File: config.mk
export PLATFORM = sky130hd
export DESIGN_NAME = tmcr_queue
export DESIGN_NICKNAME = d
export VERILOG_FILES = /design/src/hdl/text_mode_cell_renderer_top_assert.svh /design/src/hdl/tmcr_pkg.sv /design/src/hdl/tmcr_queue.sv
export SDC_FILE = /design/constraint.sdc
export NUM_CORES = 1
export LEC_CHECK = 0
export BUFFER_PORTS_ARGS = -buffer_cell sky130_fd_sc_hd__clkbuf_2
export CAP_MARGIN = 0
export CORE_UTILIZATION = 35
export DETAILED_ROUTE_END_ITERATION = 10
export GPL_ROUTABILITY_DRIVEN = 0
export GPL_TIMING_DRIVEN = 1
export HOLD_SLACK_MARGIN = 0.1
export SLEW_MARGIN = 5
export SYNTH_ARGS = -nofsm -noshare
export SYNTH_HDL_FRONTEND = slang
export SYNTH_SLANG_ARGS = --single-unit
File: constraint.sdc
create_clock -name clk -period 4.7 [get_ports clk]
set_clock_uncertainty 0.2 [all_clocks]
set_input_delay 0.94 -clock clk [delete_from_list [all_inputs] [get_ports clk]]
set_output_delay 0.94 -clock clk [all_outputs]
set_load 0.02 [all_outputs]
File: src/hdl/text_mode_cell_renderer_top_assert.svh
// Assertion macros for the text-mode cell renderer.
// Included by the top level; no other dependencies.
`ifndef TEXT_MODE_CELL_RENDERER_TOP_ASSERT_SVH
`define TEXT_MODE_CELL_RENDERER_TOP_ASSERT_SVH
`ifndef ASSERT_OFF
// Same-cycle implication, disabled during reset
`define TMCR_ASSERT_IMPLY(label, clk, rst_n, ante, cons) \
    label: assert property (@(posedge clk) disable iff (!rst_n) (ante) |-> (cons)) \
        else $error("assertion failed");
// Next-cycle implication, disabled during reset
`define TMCR_ASSERT_NEXT(label, clk, rst_n, ante, cons) \
    label: assert property (@(posedge clk) disable iff (!rst_n) (ante) |=> (cons)) \
        else $error("assertion failed");
`else
`define TMCR_ASSERT_IMPLY(label, clk, rst_n, ante, cons)
`define TMCR_ASSERT_NEXT(label, clk, rst_n, ante, cons)
`endif
`endif

File: src/hdl/tmcr_pkg.sv
// Package for the text-mode cell renderer: codes, constants, shared structs.
// No dependencies.
`default_nettype none

package tmcr_pkg;

    // Fixed glyph geometry
    localparam int GLYPH_HEIGHT = 8;
    localparam int REV_BIT      = 7;

    // Register reset values
    localparam logic [15:0] FG_RESET     = 16'h07e4;
    localparam logic [15:0] BG_RESET     = 16'h0000;
    localparam logic [7:0]  TOP_RESET    = 8'd20;
    localparam logic [7:0]  ACTIVE_RESET = 8'd200;

    // Command queue depth between front and back
    localparam int QUEUE_DEPTH = 2;

    typedef enum logic [1:0] {
        ACT_CHAR_WR = 2'd0,
        ACT_FONT_WR = 2'd1,
        ACT_RENDER  = 2'd2,
        ACT_NONE    = 2'd3
    } act_t;

    typedef enum logic [1:0] {
        REG_FG     = 2'd0,
        REG_BG     = 2'd1,
        REG_TOP    = 2'd2,
        REG_ACTIVE = 2'd3
    } reg_idx_t;

    typedef struct packed {
        logic [15:0] fg_colour;
        logic [15:0] bg_colour;
        logic [7:0]  top_offset;
        logic [7:0]  active_lines;
    } cfg_t;

    // Classified request, as queued for the back end
    typedef struct packed {
        act_t        action;
        logic [9:0]  address;
        logic [7:0]  wdata;
        logic        blank;
        logic [4:0]  row;
        logic [2:0]  grow;
    } cmd_t;

    typedef struct packed {
        logic clearing;
    } back_stat_t;

endpackage

`default_nettype wire

File: src/hdl/tmcr_queue.sv
// Two-entry command queue between the front and back ends.
// Depends on tmcr_pkg.
`default_nettype none

module tmcr_queue (
    input  wire logic          clk,
    input  wire logic          rst_n,
    input  wire logic          push,
    input  tmcr_pkg::cmd_t     push_cmd,
    output logic               full,
    input  wire logic          pop,
    output logic               pop_valid,
    output tmcr_pkg::cmd_t     pop_cmd
);

    localparam int PTR_W = $clog2(tmcr_pkg::QUEUE_DEPTH);
    localparam int CNT_W = $clog2(tmcr_pkg::QUEUE_DEPTH + 1);

    tmcr_pkg::cmd_t   slot_reg [tmcr_pkg::QUEUE_DEPTH];
    logic [PTR_W-1:0] wr_ptr_reg;
    logic [PTR_W-1:0] rd_ptr_reg;
    logic [CNT_W-1:0] count_reg;

    assign full      = (count_reg == CNT_W'(tmcr_pkg::QUEUE_DEPTH));
    assign pop_valid = (count_reg != '0);
    assign pop_cmd   = slot_reg[rd_ptr_reg];

    // Pointers and fill count
    always_ff @(posedge clk or negedge rst_n)
    begin
        if (!rst_n)
        begin
            wr_ptr_reg <= '0;
            rd_ptr_reg <= '0;
            count_reg  <= '0;
        end
        else
        begin
            if (push)
                wr_ptr_reg <= (wr_ptr_reg == PTR_W'(tmcr_pkg::QUEUE_DEPTH - 1)) ?
                              '0 : wr_ptr_reg + 1'b1;
            if (pop)
                rd_ptr_reg <= (rd_ptr_reg == PTR_W'(tmcr_pkg::QUEUE_DEPTH - 1)) ?
                              '0 : rd_ptr_reg + 1'b1;
            if (push && !pop)
                count_reg <= count_reg + 1'b1;
            else if (pop && !push)
                count_reg <= count_reg - 1'b1;
        end
    end

    // Entry storage
    always_ff @(posedge clk)
    begin
        if (push)
            slot_reg[wr_ptr_reg] <= push_cmd;
    end

endmodule

`default_nettype wire

==> impl_metrics.py <==
metrics = {
    "power_and_ir_drop": {
        "max-vdd-ir-drop_mv": 0.292,
        "power.total_mw": 1.85,
        "p_per_area_mw_per_mm2": 623,
        "p_leak_nw": 1.23,
    },
    "detailed_routing": {
        "dr.pass1.iters": 8,
        "routed_wl_mm": 3.87,
        "drt_iter0_markers": 27,
        "vias_per_cell": 4.42,
        "drc": 0,
        "routedWlPerCell_um": 14.9,
        "ant_nets": 0,
        "dr_total_vias": 1149,
    },
    "clock_network": {
        "insertion_delay_ns": 0.32,
        "clkSinkCount": 62,
        "cts-root-buf": "clkbuf_8",
        "cts_setup_buffers": 0,
        "clkTransAtPathRegs_ns": 0.06,
        "cts_tree": "done",
        "clk_path_buf_depth": 2,
        "ctsHoldBuffers": 0,
        "h-tree-depth": 3,
        "numCtsBuffers": 9,
        "cts_resized": 0,
    },
    "synthesis": {
        "netlist_area_mm2": 0.00240,
        "synthSimpleGateAreaFrac_pct": 1.20,
        "synth_cell_type_count": 12,
        "synth_top_area_share_pct": 72.6,
        "synthAdderAreaFrac_pct": 0.521,
        "ys_seq_elements": 62,
        "yosysTopAreaCell": "edfxtp_1",
        "synth_compound_area_share_pct": 0,
        "synthCells": 106,
        "synth_fp_nets": 140,
        "synth_top_family_by_area": "multiplexers",
        "synth.area.mux_share_pct": 18.1,
        "synth_xor_area_share_pct": 1.82,
        "ys_warn_count": 0,
        "seq_area_frac_synth_pct": 76.7,
        "synthTopCellsByArea": "edfxtp_1, mux2_4, dfrtp_1, xor2_1, buf_6",
        "syn_area_per_cell_um2": 22.6,
    },
    "critical_path": {
        "reg2regPathDepth": 2,
        "cp.depth": 2,
        "required_ns": 3.56,
        "cp_cell_sequence": "mux2_4, clkbuf_2",
        "startpoint_type": "register",
        "ff2ff_setup_slack_ns": 2.76,
        "crit_end": "pop_cmd[16]",
        "crit_slowest_cell": "dfrtp_2",
        "r2r-end": "slot_reg[1][28]",
        "critPathMaxStageDelay_ns": 1.00,
        "critical_path_buf_inv_count": 1,
        "startpoint": "rd_ptr_reg",
        "critPathKind": "register to output port",
        "r2r-start": "wr_ptr_reg",
        "critPathTopFamily": "flip-flops",
        "worstSetupEndpointType": "output port",
        "worst_ep_arrival_time_ns": 1.85,
        "path_max_fanout": 30,
    },
    "worst_hold_path": {
        "hp-class": "primary input to async pin",
    },
    "finish": {
        "synthToLayoutAreaGrowth_pct": 24.0,
        "largest_reg_flops": 58,
        "utilization_pct": 45.8,
        "layout-drive-gt1-share_pct": 59.0,
        "nets": 212,
        "n_antenna_cell": 0,
    },
    "timing": {
        "fin_setup_tns_ns": 0,
        "maxSlewViolCount": 0,
        "fmax_mhz": 334,
        "finalCritPeriodShare_pct": 63.7,
        "slew_headroom_pct": 36.0,
        "post-route-min-period_ns": 2.99,
        "finalHoldViolCount": 0,
        "tightest_slew_ns": 0.960,
        "finalSetupViolCount": 0,
        "rsz0062_at_grt": "no",
    },
    "floorplan": {
        "coreArea_mm2": 0.00649,
        "io_pins": 64,
        "initial_utilization_pct": 36.9,
        "die_h_um": 84.8,
        "num_rows": 29,
        "die_width_um": 84.8,
        "dieArea_mm2": 0.00719,
    },
    "placement": {
        "dpl.hpwl_mm": 2.64,
        "port_buffers": 63,
    },
    "outcome": {
        "status": "finished, final reports clean",
    },
    "global_route": {
        "grt_pass1_vias": 1288,
        "grt-ovfl-total": 0,
        "grt_util_all_layers_pct": 11.6,
        "grt_max_degree": 31,
        "grt_pass1_wl_mm": 6.07,
        "antenna_found_initial": 0,
    },
    "run": {
        "maxCapViolations": 0,
    },
}
## where the power goes
group	switching (mW)	total (mW)	internal [mW]
combinational	0.288	0.578	0.290
sequential	0.109	0.847	0.737
clock	0.187	0.428	0.241
## cell usage after synthesis
cell type / n
edfxtp_1: 58
nor2b_1: 2
and2_1: 1
or2_2: 1
buf_6: 3
nor2_1: 1
xor2_1: 4
xnor2_1: 1
inv_1: 1
dfrtp_1: 4
mux2_4: 29
ha_1: 1
## area by class of cell
cell class | count | area [µm²]
Clock inverter | 5 | 50.0
Sequential cell | 62 | 1840
Tap cell | 77 | 96.3
Clock buffer | 11 | 131
Inverter | 1 | 3.75
Fill cell | 569 | 3520
Multi-Input combinational cell | 40 | 528
Timing Repair Buffer | 64 | 323
## metrics by stage
step | area (µm²) | hold WS [ns] | setup slack (ns) | instances
floorplan | 2400 | 0.247 | 1.82 | 106
global placement | 2790 | 0.261 | 2.05 | 244
detailed placement | 2790 | 0.285 | 2.04 | 244
CTS | 2980 | 0.199 | 1.68 | 260
global route | 2980 | 0.197 | 1.61 | 260
finish | 2980 | 0.210 | 1.71 | 260
## layer usage
| metal | part of all wire, % | routed length [µm] | vias up | global-route usage, % |
|---|---|---|---|---|
| met5 | 0 | 0 | - | 0 |
| met4 | 0.85 | 33 | 0 | 6.01 |
| met3 | 6.9 | 266 | 5 | 4.52 |
| met2 | 52 | 2020 | 42 | 20.2 |
| met1 | 40 | 1550 | 548 | 12.2 |
| li1 | - | - | 554 | - |
## worst min-delay path by stage
stage | startpoint | endpoint
finish | rst_n | wr_ptr_reg
global route | rst_n | wr_ptr_reg
CTS | rst_n | wr_ptr_reg
detailed placement | count_reg[1] | count_reg[1]
global placement | count_reg[1] | count_reg[1]
floorplan | count_reg[1] | count_reg[1]
## cells by family (layout without fill, tap and decap cells)
logic type / Yosys count / after routing
xor+xnor: 5 / 5
fa+ha+maj: 1 / 1
buf+inv: 4 / 81
flops: 62 / 62
mux: 29 / 29
simple gates: 5 / 5
## layout by cell type (no fill, tap or decap), drive strengths merged
cell      synthesis  routed
clkinvlp          0       1
inv               1       1
ha                1       1
clkbuf            0      74
xnor2             1       1
or2               1       1
clkinv            0       3
mux2             29      29
bufinv            0       1
dfrtp             4       4
and2              1       1
xor2              4       4
nor2b             2       2
edfxtp           58      58
buf               3       1
nor2              1       1
No activity file was read; power rests on OpenSTA's default activity.
