File: src/hdl/text_mode_cell_renderer_top_assert.svh
// Assertion macros for the text-mode cell renderer.
// Included by the top level; no other dependencies.
`ifndef TEXT_MODE_CELL_RENDERER_TOP_ASSERT_SVH
`define TEXT_MODE_CELL_RENDERER_TOP_ASSERT_SVH
`ifndef ASSERT_OFF
// Same-cycle implication, disabled during reset
`define TMCR_ASSERT_IMPLY(label, clk, rst_n, ante, cons) \
    label: assert property (@(posedge clk) disable iff (!rst_n) (ante) |-> (cons)) \
        else $error("assertion failed");
// Next-cycle implication, disabled during reset
`define TMCR_ASSERT_NEXT(label, clk, rst_n, ante, cons) \
    label: assert property (@(posedge clk) disable iff (!rst_n) (ante) |=> (cons)) \
        else $error("assertion failed");
`else
`define TMCR_ASSERT_IMPLY(label, clk, rst_n, ante, cons)
`define TMCR_ASSERT_NEXT(label, clk, rst_n, ante, cons)
`endif
`endif

File: src/hdl/tmcr_pkg.sv
// Package for the text-mode cell renderer: codes, constants, shared structs.
// No dependencies.
`default_nettype none

package tmcr_pkg;

    // Fixed glyph geometry
    localparam int GLYPH_HEIGHT = 8;
    localparam int REV_BIT      = 7;

    // Register reset values
    localparam logic [15:0] FG_RESET     = 16'h07e4;
    localparam logic [15:0] BG_RESET     = 16'h0000;
    localparam logic [7:0]  TOP_RESET    = 8'd20;
    localparam logic [7:0]  ACTIVE_RESET = 8'd200;

    // Command queue depth between front and back
    localparam int QUEUE_DEPTH = 2;

    typedef enum logic [1:0] {
        ACT_CHAR_WR = 2'd0,
        ACT_FONT_WR = 2'd1,
        ACT_RENDER  = 2'd2,
        ACT_NONE    = 2'd3
    } act_t;

    typedef enum logic [1:0] {
        REG_FG     = 2'd0,
        REG_BG     = 2'd1,
        REG_TOP    = 2'd2,
        REG_ACTIVE = 2'd3
    } reg_idx_t;

    typedef struct packed {
        logic [15:0] fg_colour;
        logic [15:0] bg_colour;
        logic [7:0]  top_offset;
        logic [7:0]  active_lines;
    } cfg_t;

    // Classified request, as queued for the back end
    typedef struct packed {
        act_t        action;
        logic [9:0]  address;
        logic [7:0]  wdata;
        logic        blank;
        logic [4:0]  row;
        logic [2:0]  grow;
    } cmd_t;

    typedef struct packed {
        logic clearing;
    } back_stat_t;

endpackage

`default_nettype wire

File: src/hdl/tmcr_if.sv
// Channel interfaces for the text-mode cell renderer: request and result.
// No dependencies.
`default_nettype none

interface tmcr_req_if;
    logic       valid;
    logic       ready;
    logic [1:0] action;
    logic [9:0] address;
    logic [7:0] write_data;
    logic [7:0] line;

    modport source (output valid, action, address, write_data, line, input ready);
    modport sink   (input valid, action, address, write_data, line, output ready);
endinterface


`default_nettype wire

File: src/hdl/tmcr_front.sv
// Front end: takes requests, works out window position and glyph row.
// Depends on tmcr_pkg and tmcr_if.
`default_nettype none

module tmcr_front #(
    parameter int TEXT_ROWS = 25
) (
    tmcr_req_if.sink               request,
    input  tmcr_pkg::cfg_t         cfg,
    input  tmcr_pkg::back_stat_t   stat,
    input  wire logic              q_full,
    output logic                   push,
    output tmcr_pkg::cmd_t         cmd
);

    localparam int WIN_H = TEXT_ROWS * tmcr_pkg::GLYPH_HEIGHT;

    logic       above;
    logic [7:0] y;
    logic       past_end;

    // No requests during the clearing pass or with a full queue
    assign request.ready = !q_full && !stat.clearing;

    // Drop unused action codes at the door
    assign push = request.valid && request.ready &&
                  (tmcr_pkg::act_t'(request.action) != tmcr_pkg::ACT_NONE);

    // Window test
    assign above    = (request.line < cfg.top_offset);
    assign y        = request.line - cfg.top_offset;
    assign past_end = (y >= cfg.active_lines) || ({1'b0, y} >= 9'(WIN_H));

    always_comb
    begin
        cmd.action  = tmcr_pkg::act_t'(request.action);
        cmd.address = request.address;
        cmd.wdata   = request.write_data;
        cmd.blank   = above || past_end;
        cmd.row     = y[7:3];
        cmd.grow    = y[2:0];
    end

endmodule

`default_nettype wire

File: src/flat_wrapper.sv
// flat-port wrapper written by rule: the top's interface ports become plain ports
module tmcr_front_flat 
#(
    parameter int TEXT_ROWS = 25
)
  (cfg, stat, q_full, push, cmd, request_valid, request_action, request_address, request_write_data, request_line, request_ready);
  tmcr_req_if request_i ();
  input  tmcr_pkg::cfg_t cfg;
  input  tmcr_pkg::back_stat_t stat;
  input  wire logic q_full;
  output logic push;
  output tmcr_pkg::cmd_t cmd;
  input wire logic [$bits(request_i.valid)-1:0] request_valid;
  input wire logic [$bits(request_i.action)-1:0] request_action;
  input wire logic [$bits(request_i.address)-1:0] request_address;
  input wire logic [$bits(request_i.write_data)-1:0] request_write_data;
  input wire logic [$bits(request_i.line)-1:0] request_line;
  output wire logic [$bits(request_i.ready)-1:0] request_ready;
  assign request_i.valid = request_valid;
  assign request_i.action = request_action;
  assign request_i.address = request_address;
  assign request_i.write_data = request_write_data;
  assign request_i.line = request_line;
  assign request_ready = request_i.ready;
  tmcr_front #(.TEXT_ROWS(TEXT_ROWS)) u_core (.request(request_i), .cfg(cfg), .stat(stat), .q_full(q_full), .push(push), .cmd(cmd));
endmodule
File: config.mk
export PLATFORM = sky130hd
export DESIGN_NAME = tmcr_front_flat
export DESIGN_NICKNAME = d
export VERILOG_FILES = /design/src/hdl/text_mode_cell_renderer_top_assert.svh /design/src/hdl/tmcr_pkg.sv /design/src/hdl/tmcr_if.sv /design/src/hdl/tmcr_front.sv /design/src/flat_wrapper.sv
export SDC_FILE = /design/constraint.sdc
export NUM_CORES = 1
export LEC_CHECK = 0
export BUFFER_PORTS_ARGS = -buffer_cell sky130_fd_sc_hd__buf_2
export CAP_MARGIN = 20
export CORE_MARGIN = 2
export CORE_UTILIZATION = 33
export DETAILED_ROUTE_END_ITERATION = 6
export MAX_ROUTING_LAYER = met4
export PLACE_DENSITY = 0.95
export SLEW_MARGIN = 20
export SYNTH_ARGS = -nofsm -noshare
export SYNTH_HDL_FRONTEND = slang
export SYNTH_SLANG_ARGS = --single-unit
File: constraint.sdc
create_clock -name vclk -period 6.75
set_input_delay 1.0125 -clock vclk [all_inputs]
set_output_delay 1.0125 -clock vclk [all_outputs]
set_load 0.01 [all_outputs]
==> out/qor.yml <==
run_status:
  outcome: "complete, no violations"
final_layout:
  final_util_pct: 38.5
  drive_gt1_share_pct: 33.9
  seq_cells: 0
  areaGrowthSynthToFinish_pct: 13.0
  n_antenna_cell: 0
  fin_cells: 152
  nets: 222
  fill_cells: 231
  final_cell_mix: "buf_2 (42), inv_1 (19), ha_1 (16)"
  final_common_cell: "buf_2"
  regArea_um2: 0
  clkbuf_count: 0
floorplan:
  num_io_pins: 110
  initial_core_util_pct: 34.1
  die_area_um2: 2610
  die_w_um: 51.1
  die_h_um: 51.1
  rows: 17
  core-area_um2: 2150
placed_design:
  dp_hpwl_um: 1290
  placed_cells: 152
  gp_congestion: 0.702
  portBuffers: 42
global_route:
  grtUsageTotal_pct: 10.6
  grt_pass1_vias: 619
  overflow: 0
  grt_max_degree: 7
  grt_first_pass_wirelength_um: 2260
  antenna_found_initial: 0
pwr:
  vdd_drop_max_mv: 0.0394
  p_clk_share_pct: 0
  leakage_nw: 0.508
  power_density_nw_per_um2: 102
  internal-power_mw: 0.0405
  p_seq_share_pct: 0
  power_switching_mw: 0.0441
  p_sw_share_pct: 52.1
  p_comb_share_pct: 100.0
job:
  cap_violations: 0
synthesis:
  yosysSeqAreaShare_pct: 0
  syn-num-nets: 198
  synth_area_leader_cell: "ha_1"
  synthDistinctLibCells: 26
  synth_warnings: 0
  netlist_area_um2: 732
  synthCells: 102
  synth_top_cell_area_share_pct: 27.4
  syn_area_per_cell_um2: 7.18
  synth_top_cells_by_area: "ha_1 (27%), buf_4 (21%), inv_1 (9.7%)"
detailed_routing:
  num_vias: 700
  drt_wl_total_um: 1380
  drt_iter0_markers: 3
  drc_errors: 0
  dr.pass1.iters: 3
  ant_nets: 0
  vias_per_cell: 4.61
  avgRoutedWirePerCell_um: 9.09
worst_setup_path:
  path_class: "in2out"
  cp_max_fo: 3
  crit_chain: "buf_2 -> inv_1 -> ha_1 -> inv_1 -> fa_1 -> a21oi_1 -> o21ai_1 -> a21oi_1 -> xnor2_1 -> ha_1 -> a21o_1 -> a21oi_1 -> o31ai_1 -> a311o_1 -> buf_2"
  critical-path-max-stage-delay_ns: 0.40
  crit_path_start_kind: "input pin"
  path_common_cell: "a21oi_1"
  crit_arrival_ns: 3.68
  worst_path_max_delay_cell: "fa_1"
  worstPathRequired_ns: 5.74
  endpoint_kind: "primary output"
sta:
  finalSetupViolations: 0
  rsz0062_at_grt: "false"
  fin_crit_sh_pct: 69.6
  drv_slew: 0
  fin_setup_tns_ns: 0
  finalCriticalPeriod_ns: 4.69
  fmax_mhz: 213
  slew_headroom_pct: 77.1
  hold_viol_final: 0
  tightest_slew_ns: 0.342
clock_network:
  cts_hold_buf: 0
  cts_setup_buffers: 0
  cts-resized-gates: 0
worst_hold_path:
  worst_hold_path_type: "in2out"
  min_from: "request_write_data[1]"
  min_path_cells: 0
  min_to: "cmd[10]"
metal layers:
layer | global-route usage [%] | vias up | part of all wire, %
li1 | - | 372 | -
met1 | 12.0 | 303 | 38
met4 | 0.450 | 0 | 0
met5 | - | - | 0
met3 | 1.17 | 0 | 10
met2 | 20.8 | 25 | 51
metrics by stage:
| step | hold WS (ns) | total power [mW] | setup WS, ns | cell area [um^2] |
|---|---|---|---|---|
| global route | 2.03 | 0.0968 | 1.86 | 827 |
| CTS | 2.03 | 0.0858 | 2.06 | 827 |
| floorplan | 2.07 | 0.0684 | 2.41 | 732 |
| global placement | 2.03 | 0.0829 | 2.14 | 827 |
| finish | 2.03 | 0.0846 | 2.06 | 827 |
| detailed placement | 2.03 | 0.0853 | 2.07 | 827 |
area by class of cell:
type	instances	area, um^2	share of cell area [%]
tap	28	35.0	4.24
inverter	19	71.3	8.62
timing repair buffer	42	210	25.4
multi-input combinational	63	510	61.7
cell families (layout without fill, tap and decap cells):
family / Yosys count / count (layout) / share of synthesized area (%)
buf+inv: 39 / 61 / 30.3
compound gates: 25 / 25 / 22.6
fa+ha+maj: 17 / 17 / 30.1
simple gates: 16 / 16 / 11.1
xor+xnor: 5 / 5 / 5.98
how the worst max path moves through the flow:
stage / depth (start not counted) / slack, ns / end / startpoint
2_1_floorplan: 13 / 2.41 / cmd[8] / request_line[0]
3_3_place_gp: 15 / 2.14 / cmd[8] / request_line[0]
3_5_place_dp: 15 / 2.07 / cmd[8] / request_line[0]
4_1_cts: 15 / 2.06 / cmd[8] / request_line[0]
5_1_grt: 15 / 1.86 / cmd[8] / request_line[0]
6_report: 15 / 2.06 / cmd[8] / request_line[0]
power by group through the flow:
| stage | Clock (mW) | Sequential, mW | Combinational, mW |
|---|---|---|---|
| 2_1_floorplan | 0 | 0 | 0.0684 |
| 3_3_place_gp | 0 | 0 | 0.0829 |
| 3_5_place_dp | 0 | 0 | 0.0853 |
| 4_1_cts | 0 | 0 | 0.0858 |
| 5_1_grt | 0 | 0 | 0.0968 |
| 6_report | 0 | 0 | 0.0846 |
worst max-delay path, delay by kind of cell:
family,cells,cell delay [ns]
AO/OA/AOI/OAI,7,1.26
adder cells (fa/ha/maj),3,0.86
buffers and inverters,4,0.35
XOR/XNOR,1,0.20
cell usage after synthesis, drive strengths merged:
cell type   n
nand2b      1
xnor2       2
nand3       1
o21ai       5
a21oi       7
a311o       1
nor2        3
inv        19
o31ai       1
xor2        3
ha         16
o21a        3
fa          1
nand4       1
or3         1
buf        20
a21o        3
o2111a      1
and3        2
a211oi      2
nor2b       1
o21bai      1
and2        2
nand2       4
a211o       1
Power figures use the tool's default switching activity.
